### src/hdl/mrfm_pkg.sv
`default_nettype none
package mrfm_pkg;
    localparam int unsigned FIFO_DEPTH = 4;

    localparam logic KIND_TX  = 1'b0;
    localparam logic KIND_RDG = 1'b1;
    localparam logic FUNC_REQ = 1'b0;
    localparam logic FUNC_RX  = 1'b1;

    localparam logic [7:0] REG_SLAVE_ADDRESS = 8'd0;
    localparam logic [7:0] REG_FUNCTION_CODE = 8'd1;

    localparam logic [15:0] CRC_POLY = 16'hA001;
    localparam logic [15:0] CRC_INIT = 16'hFFFF;

    typedef struct packed {
        logic        kind;
        logic [7:0]  tx_byte;
        logic        last_byte;
        logic [2:0]  reading_quantity;
        logic [31:0] reading_value;
        logic        crc_ok;
    } t_result;

    // Classified job handed from front to back.
    typedef struct packed {
        logic        is_reading;
        logic [15:0] reg_addr;
        logic [7:0]  slave_address;
        logic [7:0]  function_code;
        logic [2:0]  quantity;
        logic [31:0] value;
        logic        crc_ok;
    } t_job;

    function automatic logic [15:0] crc_update(input logic [15:0] c, input logic [7:0] b);
        logic [15:0] x;
        x = c ^ {8'h00, b};
        for (int k = 0; k < 8; k++) begin
            if (x[0]) x = (x >> 1) ^ CRC_POLY;
            else      x = x >> 1;
        end
        return x;
    endfunction

    function automatic logic [15:0] reg_of_quantity(input logic [2:0] q);
        logic [15:0] r;
        unique case (q)
            3'd2:    r = 16'h0006;
            3'd3:    r = 16'h000C;
            3'd4:    r = 16'h0156;
            3'd5:    r = 16'h0180;
            default: r = 16'h0000;
        endcase
        return r;
    endfunction
endpackage
`default_nettype wire

### src/hdl/mrfm_if.sv
`default_nettype none
interface mrfm_in_if;
    logic       valid;
    logic       ready;
    logic       func;
    logic [2:0] quantity;
    logic [7:0] rx_byte;
    modport source (output valid, func, quantity, rx_byte, input ready);
    modport sink   (input valid, func, quantity, rx_byte, output ready);
endinterface

interface mrfm_out_if;
    logic        valid;
    logic        ready;
    logic        kind;
    logic [7:0]  tx_byte;
    logic        last_byte;
    logic [2:0]  reading_quantity;
    logic [31:0] reading_value;
    logic        crc_ok;
    modport source (output valid, kind, tx_byte, last_byte, reading_quantity,
                    reading_value, crc_ok, input ready);
    modport sink   (input valid, kind, tx_byte, last_byte, reading_quantity,
                    reading_value, crc_ok, output ready);
endinterface
`default_nettype wire

### src/hdl/mrfm_front.sv
`default_nettype none
module mrfm_front (
    input  wire logic              i_clk,
    input  wire logic              i_rst_n,
    input  wire logic              i_func,
    input  wire logic [2:0]        i_quantity,
    input  wire logic [7:0]        i_rx_byte,
    input  wire logic              i_accept,
    input  wire logic [7:0]        i_slave_address,
    input  wire logic [7:0]        i_function_code,
    output logic                   o_push,
    output mrfm_pkg::t_job         o_job
);
    logic [2:0]  r_pending, n_pending;
    logic [3:0]  r_count, n_count;
    logic [15:0] r_crc, n_crc;
    logic [7:0]  r_data [4];
    logic [7:0]  r_crc_low;
    logic [31:0] w_bits;
    logic [15:0] w_got;
    logic        w_ok;
    logic        w_qok;

    function automatic logic [31:0] f2u(input logic [31:0] b);
        logic [7:0]  ex;
        logic [31:0] m;
        logic [31:0] r;
        ex = b[30:23];
        m  = {8'd0, 1'b1, b[22:0]};
        if (ex == 8'hFF) r = (b[22:0] != 23'd0 || !b[31]) ? 32'hFFFF_FFFF : 32'd0;
        else if (b[31] || ex < 8'd127) r = 32'd0;
        else if (ex >= 8'd159) r = 32'hFFFF_FFFF;
        else if (ex >= 8'd150) r = m << (ex - 8'd150);
        else r = m >> (8'd150 - ex);
        return r;
    endfunction

    assign w_bits = {r_data[0], r_data[1], r_data[2], r_data[3]};
    assign w_got  = {i_rx_byte, r_crc_low};
    assign w_ok   = (w_got == r_crc);
    assign w_qok  = (i_quantity >= 3'd1) && (i_quantity <= 3'd5);

    always_comb begin
        n_pending = r_pending;
        n_count   = r_count;
        n_crc     = r_crc;
        o_push    = 1'b0;
        o_job     = '0;
        o_job.slave_address = i_slave_address;
        o_job.function_code = i_function_code;
        o_job.reg_addr      = mrfm_pkg::reg_of_quantity(i_quantity);
        if (i_accept) begin
            if (i_func == mrfm_pkg::FUNC_REQ) begin
                if (w_qok) begin
                    o_push    = 1'b1;
                    n_pending = i_quantity;
                    n_count   = 4'd0;
                    n_crc     = mrfm_pkg::CRC_INIT;
                end
            end else if (r_count < 4'd8) begin
                if (r_count < 4'd7) n_crc = mrfm_pkg::crc_update(r_crc, i_rx_byte);
                n_count = r_count + 4'd1;
            end else begin
                o_push           = 1'b1;
                o_job.is_reading = 1'b1;
                o_job.quantity   = r_pending;
                o_job.crc_ok     = w_ok;
                o_job.value      = w_ok ? f2u(w_bits) : 32'd0;
                n_count          = 4'd0;
                n_crc            = mrfm_pkg::CRC_INIT;
            end
        end
    end

    always_ff @(posedge i_clk) begin
        if (!i_rst_n) begin
            r_pending <= 3'd0;
            r_count   <= 4'd0;
            r_crc     <= mrfm_pkg::CRC_INIT;
        end else begin
            r_pending <= n_pending;
            r_count   <= n_count;
            r_crc     <= n_crc;
        end
    end

    always_ff @(posedge i_clk) begin
        if (i_accept && i_func == mrfm_pkg::FUNC_RX) begin
            if (r_count >= 4'd3 && r_count <= 4'd6) r_data[2'(r_count - 4'd3)] <= i_rx_byte;
            if (r_count == 4'd7) r_crc_low <= i_rx_byte;
        end
    end
endmodule
`default_nettype wire

### src/hdl/mrfm_queue.sv
`default_nettype none
module mrfm_queue #(
    parameter int unsigned DEPTH = mrfm_pkg::FIFO_DEPTH
) (
    input  wire logic           i_clk,
    input  wire logic           i_rst_n,
    input  wire logic           i_push,
    input  wire mrfm_pkg::t_job i_job,
    input  wire logic           i_pop,
    output logic                o_empty,
    output logic                o_full,
    output mrfm_pkg::t_job      o_job
);
    localparam int unsigned AW = (DEPTH > 1) ? $clog2(DEPTH) : 1;
    mrfm_pkg::t_job r_mem [DEPTH];
    logic [AW-1:0] r_wp, r_rp;
    logic [AW:0]   r_cnt;

    assign o_empty = (r_cnt == '0);
    assign o_full  = (r_cnt == (AW+1)'(DEPTH));
    assign o_job   = r_mem[r_rp];

    always_ff @(posedge i_clk) begin
        if (!i_rst_n) begin
            r_wp  <= '0;
            r_rp  <= '0;
            r_cnt <= '0;
        end else begin
            if (i_push) r_wp <= (r_wp == AW'(DEPTH - 1)) ? '0 : r_wp + 1'b1;
            if (i_pop)  r_rp <= (r_rp == AW'(DEPTH - 1)) ? '0 : r_rp + 1'b1;
            r_cnt <= r_cnt + (AW+1)'(i_push) - (AW+1)'(i_pop);
        end
    end

    always_ff @(posedge i_clk) begin
        if (i_push) r_mem[r_wp] <= i_job;
    end
endmodule
`default_nettype wire

### src/hdl/mrfm_back.sv
`default_nettype none
module mrfm_back (
    input  wire logic           i_clk,
    input  wire logic           i_rst_n,
    input  wire logic           i_empty,
    input  wire mrfm_pkg::t_job i_job,
    output logic                o_pop,
    output logic                o_valid,
    input  wire logic           i_ready,
    output mrfm_pkg::t_result   o_res
);
    logic [2:0]  r_idx;
    logic [15:0] r_crc;
    logic        r_valid;
    mrfm_pkg::t_result r_res, w_res;
    logic [7:0]  w_byte;
    logic        w_adv, w_fin;

    always_comb begin
        unique case (r_idx)
            3'd0: w_byte = i_job.slave_address;
            3'd1: w_byte = i_job.function_code;
            3'd2: w_byte = i_job.reg_addr[15:8];
            3'd3: w_byte = i_job.reg_addr[7:0];
            3'd4: w_byte = 8'h00;
            3'd5: w_byte = 8'h02;
            3'd6: w_byte = r_crc[7:0];
            default: w_byte = r_crc[15:8];
        endcase
        w_res = '0;
        if (i_job.is_reading) begin
            w_res.kind             = mrfm_pkg::KIND_RDG;
            w_res.reading_quantity = i_job.quantity;
            w_res.reading_value    = i_job.value;
            w_res.crc_ok           = i_job.crc_ok;
        end else begin
            w_res.kind      = mrfm_pkg::KIND_TX;
            w_res.tx_byte   = w_byte;
            w_res.last_byte = (r_idx == 3'd7);
        end
    end

    // advance when the queue holds a job and the output register is free or being drained
    assign w_adv = !i_empty && (!r_valid || i_ready);
    assign w_fin = i_job.is_reading || (r_idx == 3'd7);
    assign o_pop = w_adv && w_fin;
    assign o_valid = r_valid;
    assign o_res   = r_res;

    always_ff @(posedge i_clk) begin
        if (!i_rst_n) begin
            r_valid <= 1'b0;
            r_idx   <= 3'd0;
            r_crc   <= mrfm_pkg::CRC_INIT;
        end else begin
            if (w_adv) r_valid <= 1'b1;
            else if (i_ready) r_valid <= 1'b0;
            if (w_adv && !i_job.is_reading) begin
                r_idx <= w_fin ? 3'd0 : r_idx + 3'd1;
                if (w_fin) r_crc <= mrfm_pkg::CRC_INIT;
                else if (r_idx < 3'd6) r_crc <= mrfm_pkg::crc_update(r_crc, w_byte);
            end
        end
    end

    always_ff @(posedge i_clk) begin
        if (w_adv) r_res <= w_res;
    end
endmodule
`default_nettype wire

### src/hdl/modbus_rtu_float_register_master.sv
`default_nettype none
// Modbus RTU master for one float reading. A request produces eight transmit-byte
// results, one per cycle from the back end while the output is ready, CRC computed
// a byte per cycle; a ninth response byte produces one reading result.
// The job queue (FIFO_DEPTH entries) lets requests and bytes keep arriving while
// frames drain; input ready drops only when that queue is full.
module modbus_rtu_float_register_master #(
    parameter int unsigned FIFO_DEPTH = mrfm_pkg::FIFO_DEPTH
) (
    input  wire logic       i_clk,
    input  wire logic       i_rst_n,
    input  wire logic       i_cfg_we,
    input  wire logic [7:0] i_cfg_index,
    input  wire logic [7:0] i_cfg_data,
    mrfm_in_if.sink         s_in,
    mrfm_out_if.source      m_out
);
    logic [7:0] r_slave_address, r_function_code;
    logic w_push, w_pop, w_empty, w_full, w_accept;
    mrfm_pkg::t_job w_job_in, w_job_out;
    mrfm_pkg::t_result w_res;

    always_ff @(posedge i_clk) begin
        if (!i_rst_n) begin
            r_slave_address <= 8'd1;
            r_function_code <= 8'd4;
        end else if (i_cfg_we) begin
            if (i_cfg_index == mrfm_pkg::REG_SLAVE_ADDRESS) r_slave_address <= i_cfg_data;
            if (i_cfg_index == mrfm_pkg::REG_FUNCTION_CODE) r_function_code <= i_cfg_data;
        end
    end

    assign s_in.ready = !w_full;
    assign w_accept   = s_in.valid && !w_full;

    mrfm_front u_front (
        .i_clk, .i_rst_n,
        .i_func(s_in.func), .i_quantity(s_in.quantity),
        .i_rx_byte(s_in.rx_byte), .i_accept(w_accept),
        .i_slave_address(r_slave_address), .i_function_code(r_function_code),
        .o_push(w_push), .o_job(w_job_in)
    );

    mrfm_queue #(.DEPTH(FIFO_DEPTH)) u_queue (
        .i_clk, .i_rst_n, .i_push(w_push), .i_job(w_job_in), .i_pop(w_pop),
        .o_empty(w_empty), .o_full(w_full), .o_job(w_job_out)
    );

    mrfm_back u_back (
        .i_clk, .i_rst_n, .i_empty(w_empty), .i_job(w_job_out), .o_pop(w_pop),
        .o_valid(m_out.valid), .i_ready(m_out.ready), .o_res(w_res)
    );

    assign m_out.kind             = w_res.kind;
    assign m_out.tx_byte          = w_res.tx_byte;
    assign m_out.last_byte        = w_res.last_byte;
    assign m_out.reading_quantity = w_res.reading_quantity;
    assign m_out.reading_value    = w_res.reading_value;
    assign m_out.crc_ok           = w_res.crc_ok;
endmodule
`default_nettype wire

### src/flat_wrapper.sv
// flat-port wrapper written by rule: the top's interface ports become plain ports
module modbus_rtu_float_register_master_flat 
#(
    parameter int unsigned FIFO_DEPTH = mrfm_pkg::FIFO_DEPTH
)
  (i_clk, i_rst_n, i_cfg_we, i_cfg_index, i_cfg_data, s_in_valid, s_in_func, s_in_quantity, s_in_rx_byte, s_in_ready, m_out_valid, m_out_kind, m_out_tx_byte, m_out_last_byte, m_out_reading_quantity, m_out_reading_value, m_out_crc_ok, m_out_ready);
  mrfm_in_if s_in_i ();
  mrfm_out_if m_out_i ();
  input  wire logic i_clk;
  input  wire logic i_rst_n;
  input  wire logic i_cfg_we;
  input  wire logic [7:0] i_cfg_index;
  input  wire logic [7:0] i_cfg_data;
  input wire logic [$bits(s_in_i.valid)-1:0] s_in_valid;
  input wire logic [$bits(s_in_i.func)-1:0] s_in_func;
  input wire logic [$bits(s_in_i.quantity)-1:0] s_in_quantity;
  input wire logic [$bits(s_in_i.rx_byte)-1:0] s_in_rx_byte;
  output wire logic [$bits(s_in_i.ready)-1:0] s_in_ready;
  output wire logic [$bits(m_out_i.valid)-1:0] m_out_valid;
  output wire logic [$bits(m_out_i.kind)-1:0] m_out_kind;
  output wire logic [$bits(m_out_i.tx_byte)-1:0] m_out_tx_byte;
  output wire logic [$bits(m_out_i.last_byte)-1:0] m_out_last_byte;
  output wire logic [$bits(m_out_i.reading_quantity)-1:0] m_out_reading_quantity;
  output wire logic [$bits(m_out_i.reading_value)-1:0] m_out_reading_value;
  output wire logic [$bits(m_out_i.crc_ok)-1:0] m_out_crc_ok;
  input wire logic [$bits(m_out_i.ready)-1:0] m_out_ready;
  assign s_in_i.valid = s_in_valid;
  assign s_in_i.func = s_in_func;
  assign s_in_i.quantity = s_in_quantity;
  assign s_in_i.rx_byte = s_in_rx_byte;
  assign s_in_ready = s_in_i.ready;
  assign m_out_valid = m_out_i.valid;
  assign m_out_kind = m_out_i.kind;
  assign m_out_tx_byte = m_out_i.tx_byte;
  assign m_out_last_byte = m_out_i.last_byte;
  assign m_out_reading_quantity = m_out_i.reading_quantity;
  assign m_out_reading_value = m_out_i.reading_value;
  assign m_out_crc_ok = m_out_i.crc_ok;
  assign m_out_i.ready = m_out_ready;
  modbus_rtu_float_register_master #(.FIFO_DEPTH(FIFO_DEPTH)) u_core (.i_clk(i_clk), .i_rst_n(i_rst_n), .i_cfg_we(i_cfg_we), .i_cfg_index(i_cfg_index), .i_cfg_data(i_cfg_data), .s_in(s_in_i), .m_out(m_out_i));
endmodule
### config.mk
export PLATFORM = sky130hd
export DESIGN_NAME = modbus_rtu_float_register_master_flat
export DESIGN_NICKNAME = d
export VERILOG_FILES = /design/src/hdl/mrfm_pkg.sv /design/src/hdl/mrfm_if.sv /design/src/hdl/mrfm_front.sv /design/src/hdl/mrfm_queue.sv /design/src/hdl/mrfm_back.sv /design/src/hdl/modbus_rtu_float_register_master.sv /design/src/flat_wrapper.sv
export SDC_FILE = /design/constraint.sdc
export NUM_CORES = 1
export LEC_CHECK = 0
export BUFFER_PORTS_ARGS = -buffer_cell sky130_fd_sc_hd__buf_4
export CAP_MARGIN = 20
export CELL_PAD_IN_SITES_DETAIL_PLACEMENT = 0
export CELL_PAD_IN_SITES_GLOBAL_PLACEMENT = 1
export CORE_ASPECT_RATIO = 2
export CORE_MARGIN = 5
export CORE_UTILIZATION = 53
export CTS_BUF_LIST = sky130_fd_sc_hd__clkbuf_4
export DETAILED_ROUTE_END_ITERATION = 12
export GPL_TIMING_DRIVEN = 0
export PLACE_DENSITY = 0.87
export SLEW_MARGIN = 30
export SYNTH_ARGS = -nofsm -noshare
export SYNTH_HDL_FRONTEND = slang
export SYNTH_SLANG_ARGS = --single-unit
### constraint.sdc
create_clock -name i_clk -period 6.9 [get_ports i_clk]
set_clock_uncertainty 0.15 [all_clocks]
set_input_delay 0 -clock i_clk [delete_from_list [all_inputs] [get_ports i_clk]]
set_output_delay 0 -clock i_clk [all_outputs]
set_load 0.01 [all_outputs]
== Word level (Yosys, flattened, before mapping) ==
Memory sizes are Yosys's and may differ from the RTL's. A register that Yosys moved wholly into a read port is not among the register bits.
Index checks and enable logic that the tools add are counted.

* Equality and inequality tests: 19
* Shifts and indexed selects: 2
* Add/subtract/negate cells: 9
* Bitwise logic cells: 19
* Muxes and demuxes: 111
* Reductions and logical operators: 30
* Magnitude comparators: 10

{| class="wikitable"
|+ Operators with widths
! cell !! number
|-
| 2-to-1 mux 16 bit || 78
|-
| 2-to-1 mux 32 bit || 6
|-
| 2-to-1 mux 36 bit || 3
|-
| case mux 8 bit (7 select lines) || 1
|-
| NOT 2 -> 3 bit || 16
|-
| case mux 9 bit (4 select lines) || 1
|-
| left shift 24 x 8 -> 32 bit || 1
|-
| right shift 24 x 8 -> 32 bit || 1
|-
| XOR 16 x 8 -> 16 bit || 2
|-
| nonzero test 23 bit || 1
|-
| == test 3 bit, second input constant || 7
|-
| == test 16 bit || 1
|-
| >= comparator 8 bit, second input constant || 2
|-
| 2-to-1 mux 1 bit || 14
|-
| == test 3 x 2 -> 1 bit, second input constant || 4
|-
| 2-to-1 mux 4 bit || 3
|-
| AND reduction 2 bit || 5
|-
| == test 8 x 1 -> 1 bit, second input constant || 1
|-
| == test 8 bit, second input constant || 1
|-
| logical NOT 8 bit || 1
|-
| < comparator 8 x 7 -> 1 bit, second input constant || 1
|-
| 2-to-1 mux 2 bit || 4
|-
| subtractor 8 bit, first input constant || 1
|-
| subtractor 8 bit, second input constant || 1
|-
| other kinds (25) || 44
|}

* Bits of input ports: 33
* Bits in writable memories: 280
* Output and inout bits: 48
* Logic and storage cells: 220
* Register bits: 120
* Memories kept: 2

{| class="wikitable"
|+ Memory list
! memory !! depth !! width !! read ports !! clocked after memory_dff !! write ports !! line !! text
|-
| u_core.u_queue.r_mem || 4 || 62 || 1 || 1 || 1 || mrfm_queue.sv:15 || <nowiki>mrfm_pkg::t_job r_mem [DEPTH];</nowiki>
|-
| u_core.u_front.r_data || 4 || 8 || 4 || 0 || 1 || mrfm_front.sv:17 || <nowiki>logic [7:0] r_data [4];</nowiki>
|}

== Logic depth before layout (Yosys ltp) ==
* Word-level depth: 49
* Depth in mapped cells: 18
* Gate-level depth less buffers: 15

== Hierarchy ==
From an unflattened synthesis, not the netlist that was laid out.

* Cells, all modules: 1,517
* Area total of the unflattened synthesis: 20,918.8 um^2

{| class="wikitable"
|+ Modules (own cells, without submodules)
! module !! instances !! seq. area each (um^2) !! cells an instance !! area an instance (um^2)
|-
| mrfm_queue || 1 || 8,468.1 || 405 || 10,425.0
|-
| mrfm_front || 1 || 1,661.6 || 755 || 6,648.9
|-
| mrfm_back || 1 || 1,781.7 || 286 || 3,171.8
|-
| modbus_rtu_float_register_master || 1 || 320.3 || 71 || 673.1
|}

== Worst setup path after synthesis ==
No wires, ideal clock.

* Path kind: register to register
* From: register u_core.u_queue.r_cnt[1]
* To: register u_core.u_queue.r_cnt[2]
* Library setup time: 115 ps
* Clock period less this slack: 4,869 ps
* Path buffers: 0
* Stages on the path, launching flop included: 13
* Setup slack: 2,031 ps
* Data required time: 6,635 ps
* Arrival time: 4,604 ps
* Cells stage by stage: dfxtp_1 > nor3_1 > a21oi_1 > nand2_1 > inv_1 > ha_1 > inv_1 > ha_1 > inv_1 > fa_1 > xnor2_1 > xnor2_1 > and2_1

* Elaborated cells on any way between the ends: 10
* Those cells by class: add/sub (2); eq/ne (1); mux (1); reduce/logical (6)

{| class="wikitable"
|+ RTL lines
! element !! line !! text
|-
| from (decl) || mrfm_queue.sv:17 || <nowiki>logic [AW:0] r_cnt;</nowiki>
|-
| from (signal assigned) || mrfm_queue.sv:31 || <nowiki>r_cnt <= r_cnt + (AW+1)'(i_push) - (AW+1)'(i_pop);</nowiki>
|-
| logical NOT 3 bit || mrfm_queue.sv:19 || <nowiki>assign o_empty = (r_cnt == '0);</nowiki>
|-
| logical NOT 1 bit || mrfm_back.sv:44 || <nowiki>assign w_adv = !i_empty && (!r_valid || i_ready);</nowiki>
|-
| logical AND 1 bit || mrfm_back.sv:44 ||
|-
| via u_core.u_back.w_adv || mrfm_back.sv:17 || <nowiki>logic w_adv, w_fin;</nowiki>
|-
| logical AND 1 bit || mrfm_back.sv:46 || <nowiki>assign o_pop = w_adv && w_fin;</nowiki>
|-
| via u_core.u_back.o_pop || mrfm_back.sv:7 || <nowiki>output logic o_pop,</nowiki>
|-
| subtractor 3 x 1 -> 3 bit || mrfm_queue.sv:31 ||
|}

The timed path passes the listed nets, and every way through them passes these cells.
A chain may end at the register's enable or synchronous reset.

==> impl_metrics.tcl <==
set metrics [dict create \
    grt.total_usage_pct 27.19 \
    syn_nets 1472 \
    r2r.worst_path.cells 15 \
    wl_per_cell_um 24.22 \
    p_leak_nw 7.332 \
    setup-violations-final 0 \
    ctsHoldBuffers 57 \
    core_um2 34950 \
    gp_congestion 0.9736 \
    cp-start-kind "register" \
    dieArea_um2 39300 \
    rsz0062_at_grt "false" \
    numClockSinks 390 \
    ant_nets 0 \
    path_clk_slew_ps 70 \
    yosysTopAreaCell "edfxtp_1" \
    yosys_warnings 0 \
    startpoint "u_core.u_front.r_data[1][7]" \
    grt_max_degree 42 \
    fin_crit_sh_pct 85.87 \
    path_class "reg2reg" \
    hold_path_class "in2reg" \
    fmax_mhz 168.8 \
    post-route-drc-count 0 \
    peakVddDrop_mv 0.2419 \
    ff2ff_setup_slack_ps 980 \
    antenna_found_initial 3 \
    ys_top_cells_by_area "edfxtp_1 (52%), mux4_2 (9.3%), dfxtp_1 (7.3%), mux2i_1 (3.4%), o21ai_0 (2.5%)" \
    fp-row-count 97 \
    io_pins 81 \
    ctsResizeCount 0 \
    maxSlewHeadroom_pct 35.79 \
    synth_ff_type "edfxtp_1" \
    die-height_um 275.4 \
    syn_area_um2 18670 \
    drt_first_pass_iters 5 \
    drive_above_1_share_pct 19.68 \
    met1_length_um 16190 \
    syn2layout_area_growth_pct 16.15 \
    final.setup.tns_ps 0 \
    status "finished, final reports clean" \
    finalCriticalPeriod_ps 5925 \
    hp-start "i_cfg_index[5]" \
    drt-initial-drc-count 861 \
    nets 1700 \
    async_flop_share_pct 0 \
    maxCapViolations 0 \
    worst_pin_slew_ps 956.3 \
    ys_types 73 \
    hold_violations 0 \
    maxUsedRoutingLayer "met5" \
    cp.arrival_ps 6260 \
    placed_cells 1946 \
    p_total_mw 6.763 \
    cts_tree "done" \
    synth.top_cell.area_share_pct 51.80 \
    detailed_place_hpwl_um 38410 \
    wl_met3_um 2086 \
    wl_met2_um 29510 \
    post-cts-setup-buffers 0 \
    final_cells 2161 \
    power.density_nw_per_um2 311.9 \
    endpoint_kind "register" \
    h-tree-depth 3 \
    clockRootBuffer "clkbuf_4" \
    ys_ff_latch 390 \
    placed_cell_area_um2 19980 \
    grt_pass1_vias 13710 \
    crit_fanout 10 \
    worstReg2RegEnd "u_core.u_queue.r_mem[2][1]" \
    numCtsBuffers 83 \
    required_ps 7240 \
    drt_wl_total_um 52340 \
    synth-seq-area-share_pct 59.09 \
    syn_area_per_cell_um2 13.19 \
    synth_edf_count 322 \
    die_w_um 142.7 \
    worst_hold_path.num_cells 5 \
    grt-ovfl-total 0 \
    fillers 2748 \
    worstSkewPairLatency_ps 770 \
    port_buffers 80 \
    netlist_instances 1415 \
    num_vias 12900 \
    fin_area_um2 21680 \
    clk_path_buf_depth 3 \
    grt_pass1_wl_um 79630 \
    slew_violations 0 \
    r2r_start "u_core.u_front.r_data[1][7]" \
    vias_per_cell 5.969 \
    initial_core_util_pct 53.40 \
    crit_path_end "u_core.u_queue.r_mem[2][1]" \
]
-- stage by stage --
step | setup slack [ps] | hold WS (ps) | utilization, %
final | 975.3 | 125.1 | 62.03
after global routing | 581.5 | 122.2 | 62.01
after CTS | 1041 | 7.464 | 62.00
after detailed placement | 1041 | 94.46 | 57.16
after global placement | -417.5 | 71.44 | 56.72
after floorplan | 2031 | -51.13 | -
-- synth_stat cells (4+ instances only) --
master / n
and2_1: 60
xor2_1: 18
a22oi_1: 6
nand2_1: 113
nor3_1: 42
a21oi_1: 68
o31ai_1: 8
inv_1: 25
or3_1: 4
nor2b_1: 37
mux4_2: 77
dfxtp_1: 68
nor4_1: 12
a31oi_1: 7
o221ai_1: 4
nor2_1: 61
mux2i_1: 63
a21boi_0: 6
o211ai_1: 7
and3_1: 7
o22ai_1: 16
nand2b_1: 11
buf_2: 8
a41oi_1: 5
o21ai_0: 95
clkbuf_1: 63
ha_1: 23
edfxtp_1: 322
xnor2_1: 45
a211oi_1: 16
buf_1: 8
nand3_1: 29
mux2_2: 12
nand4_1: 5
-- cell usage in the layout (no fill, tap or decap), drive strengths merged, types with 8 or more instances in the layout --
cell type,Yosys,layout
o21ai,96,96
a211oi,16,16
nor3,42,42
clkinv,1,24
mux2i,63,63
dlygate4sd3,0,57
nand2b,11,11
nand3,29,29
mux4,80,80
xor2,20,20
and2,60,60
inv,25,26
nor2,61,61
nand2,113,113
buf,19,105
a21oi,68,68
xnor2,45,45
clkbuf,63,187
o22ai,16,16
nor4,12,12
mux2,12,12
edfxtp,322,322
o31ai,8,8
dfxtp,68,68
nor2b,37,37
ha,23,23
-- flip-flops by register name, summed over array words and instances, names as in the netlist, named ones only --
| register | flops |
|---|---|
| u_core.u_queue.r_mem | 236 |
| u_core.u_front.r_data | 32 |
| u_core.u_back.o_valid | 1 |
| u_core.u_front.r_crc | 16 |
| u_core.u_back.r_crc | 16 |
| u_core.u_front.r_count | 4 |
| u_core.u_front.r_crc_low | 8 |
| u_core.u_back.o_res | 46 |
| u_core.u_queue.r_wp | 2 |
| u_core.u_back.r_idx | 3 |
| u_core.r_slave_address | 8 |
| u_core.r_function_code | 8 |
| u_core.u_queue.r_rp | 2 |
| u_core.u_queue.r_cnt | 3 |
| u_core.u_front.r_pending | 3 |
-- routing by layer --
layer  global-route usage (%)  vias up
li1                         -     5928
met2                    51.44      437
met4                    20.41        2
met1                    25.62     6320
met5                        0        -
met3                    3.918      212
-- power by group --
group / switching, mW / internal (mW) / total (mW) / leakage, nW
Clock: 0.870 / 0.907 / 1.78 / 0.649
Sequential: 0.119 / 2.83 / 2.95 / 3.48
Combinational: 1.09 / 0.941 / 2.03 / 3.20
Total: 2.08 / 4.68 / 6.76 / 7.33
-- cell type report --
| type | instances | area (um2) | share of cell area [%] |
|---|---|---|---|
| clock inverter | 30 | 188.9 | 0.8714 |
| inverter | 26 | 97.59 | 0.4501 |
| multi-input combinational | 917 | 7229 | 33.34 |
| sequential | 390 | 11030 | 50.88 |
| clock buffer | 124 | 930.9 | 4.294 |
| buffer | 82 | 332.8 | 1.535 |
| tap | 445 | 556.8 | 2.568 |
| timing repair buffer | 143 | 1304 | 6.013 |
| antenna | 4 | 10.01 | 0.04617 |
-- kinds of logic after synthesis --
logic type	Yosys count	share of synthesized area, %
AOI/OAI and AO/OA	272	8.962
and+or+nand+nor	398	10.68
muxes	155	13.81
adders and majority gates	24	1.649
buffers and inverters	108	2.306
DFF	390	59.09
xor gates and xnor gates	68	3.499
-- critical path: stages, from the launching register on --
cell       delay (ps)
edfxtp_1          380
clkbuf_1          470
buf_1             530
inv_1             330
clkbuf_1          380
ha_1              510
clkbuf_1          380
clkbuf_1          470
buf_1             430
mux4_2            330
nand2_1            70
o211ai_1          120
o2111ai_1         290
o31ai_1           150
o21ai_0           140
a21oi_1           530
-- worst min-delay path by stage --
stage / to / slack (ps)
3_5_place_dp: u_core.r_function_code[2] / 90
2_1_floorplan: u_core.u_front.r_crc_low[0] / -50
6_report: u_core.r_function_code[2] / 130
4_1_cts: u_core.r_function_code[2] / 7
3_3_place_gp: u_core.r_function_code[2] / 70
5_1_grt: u_core.r_function_code[2] / 120
No activity file was read; power rests on OpenSTA's default activity.
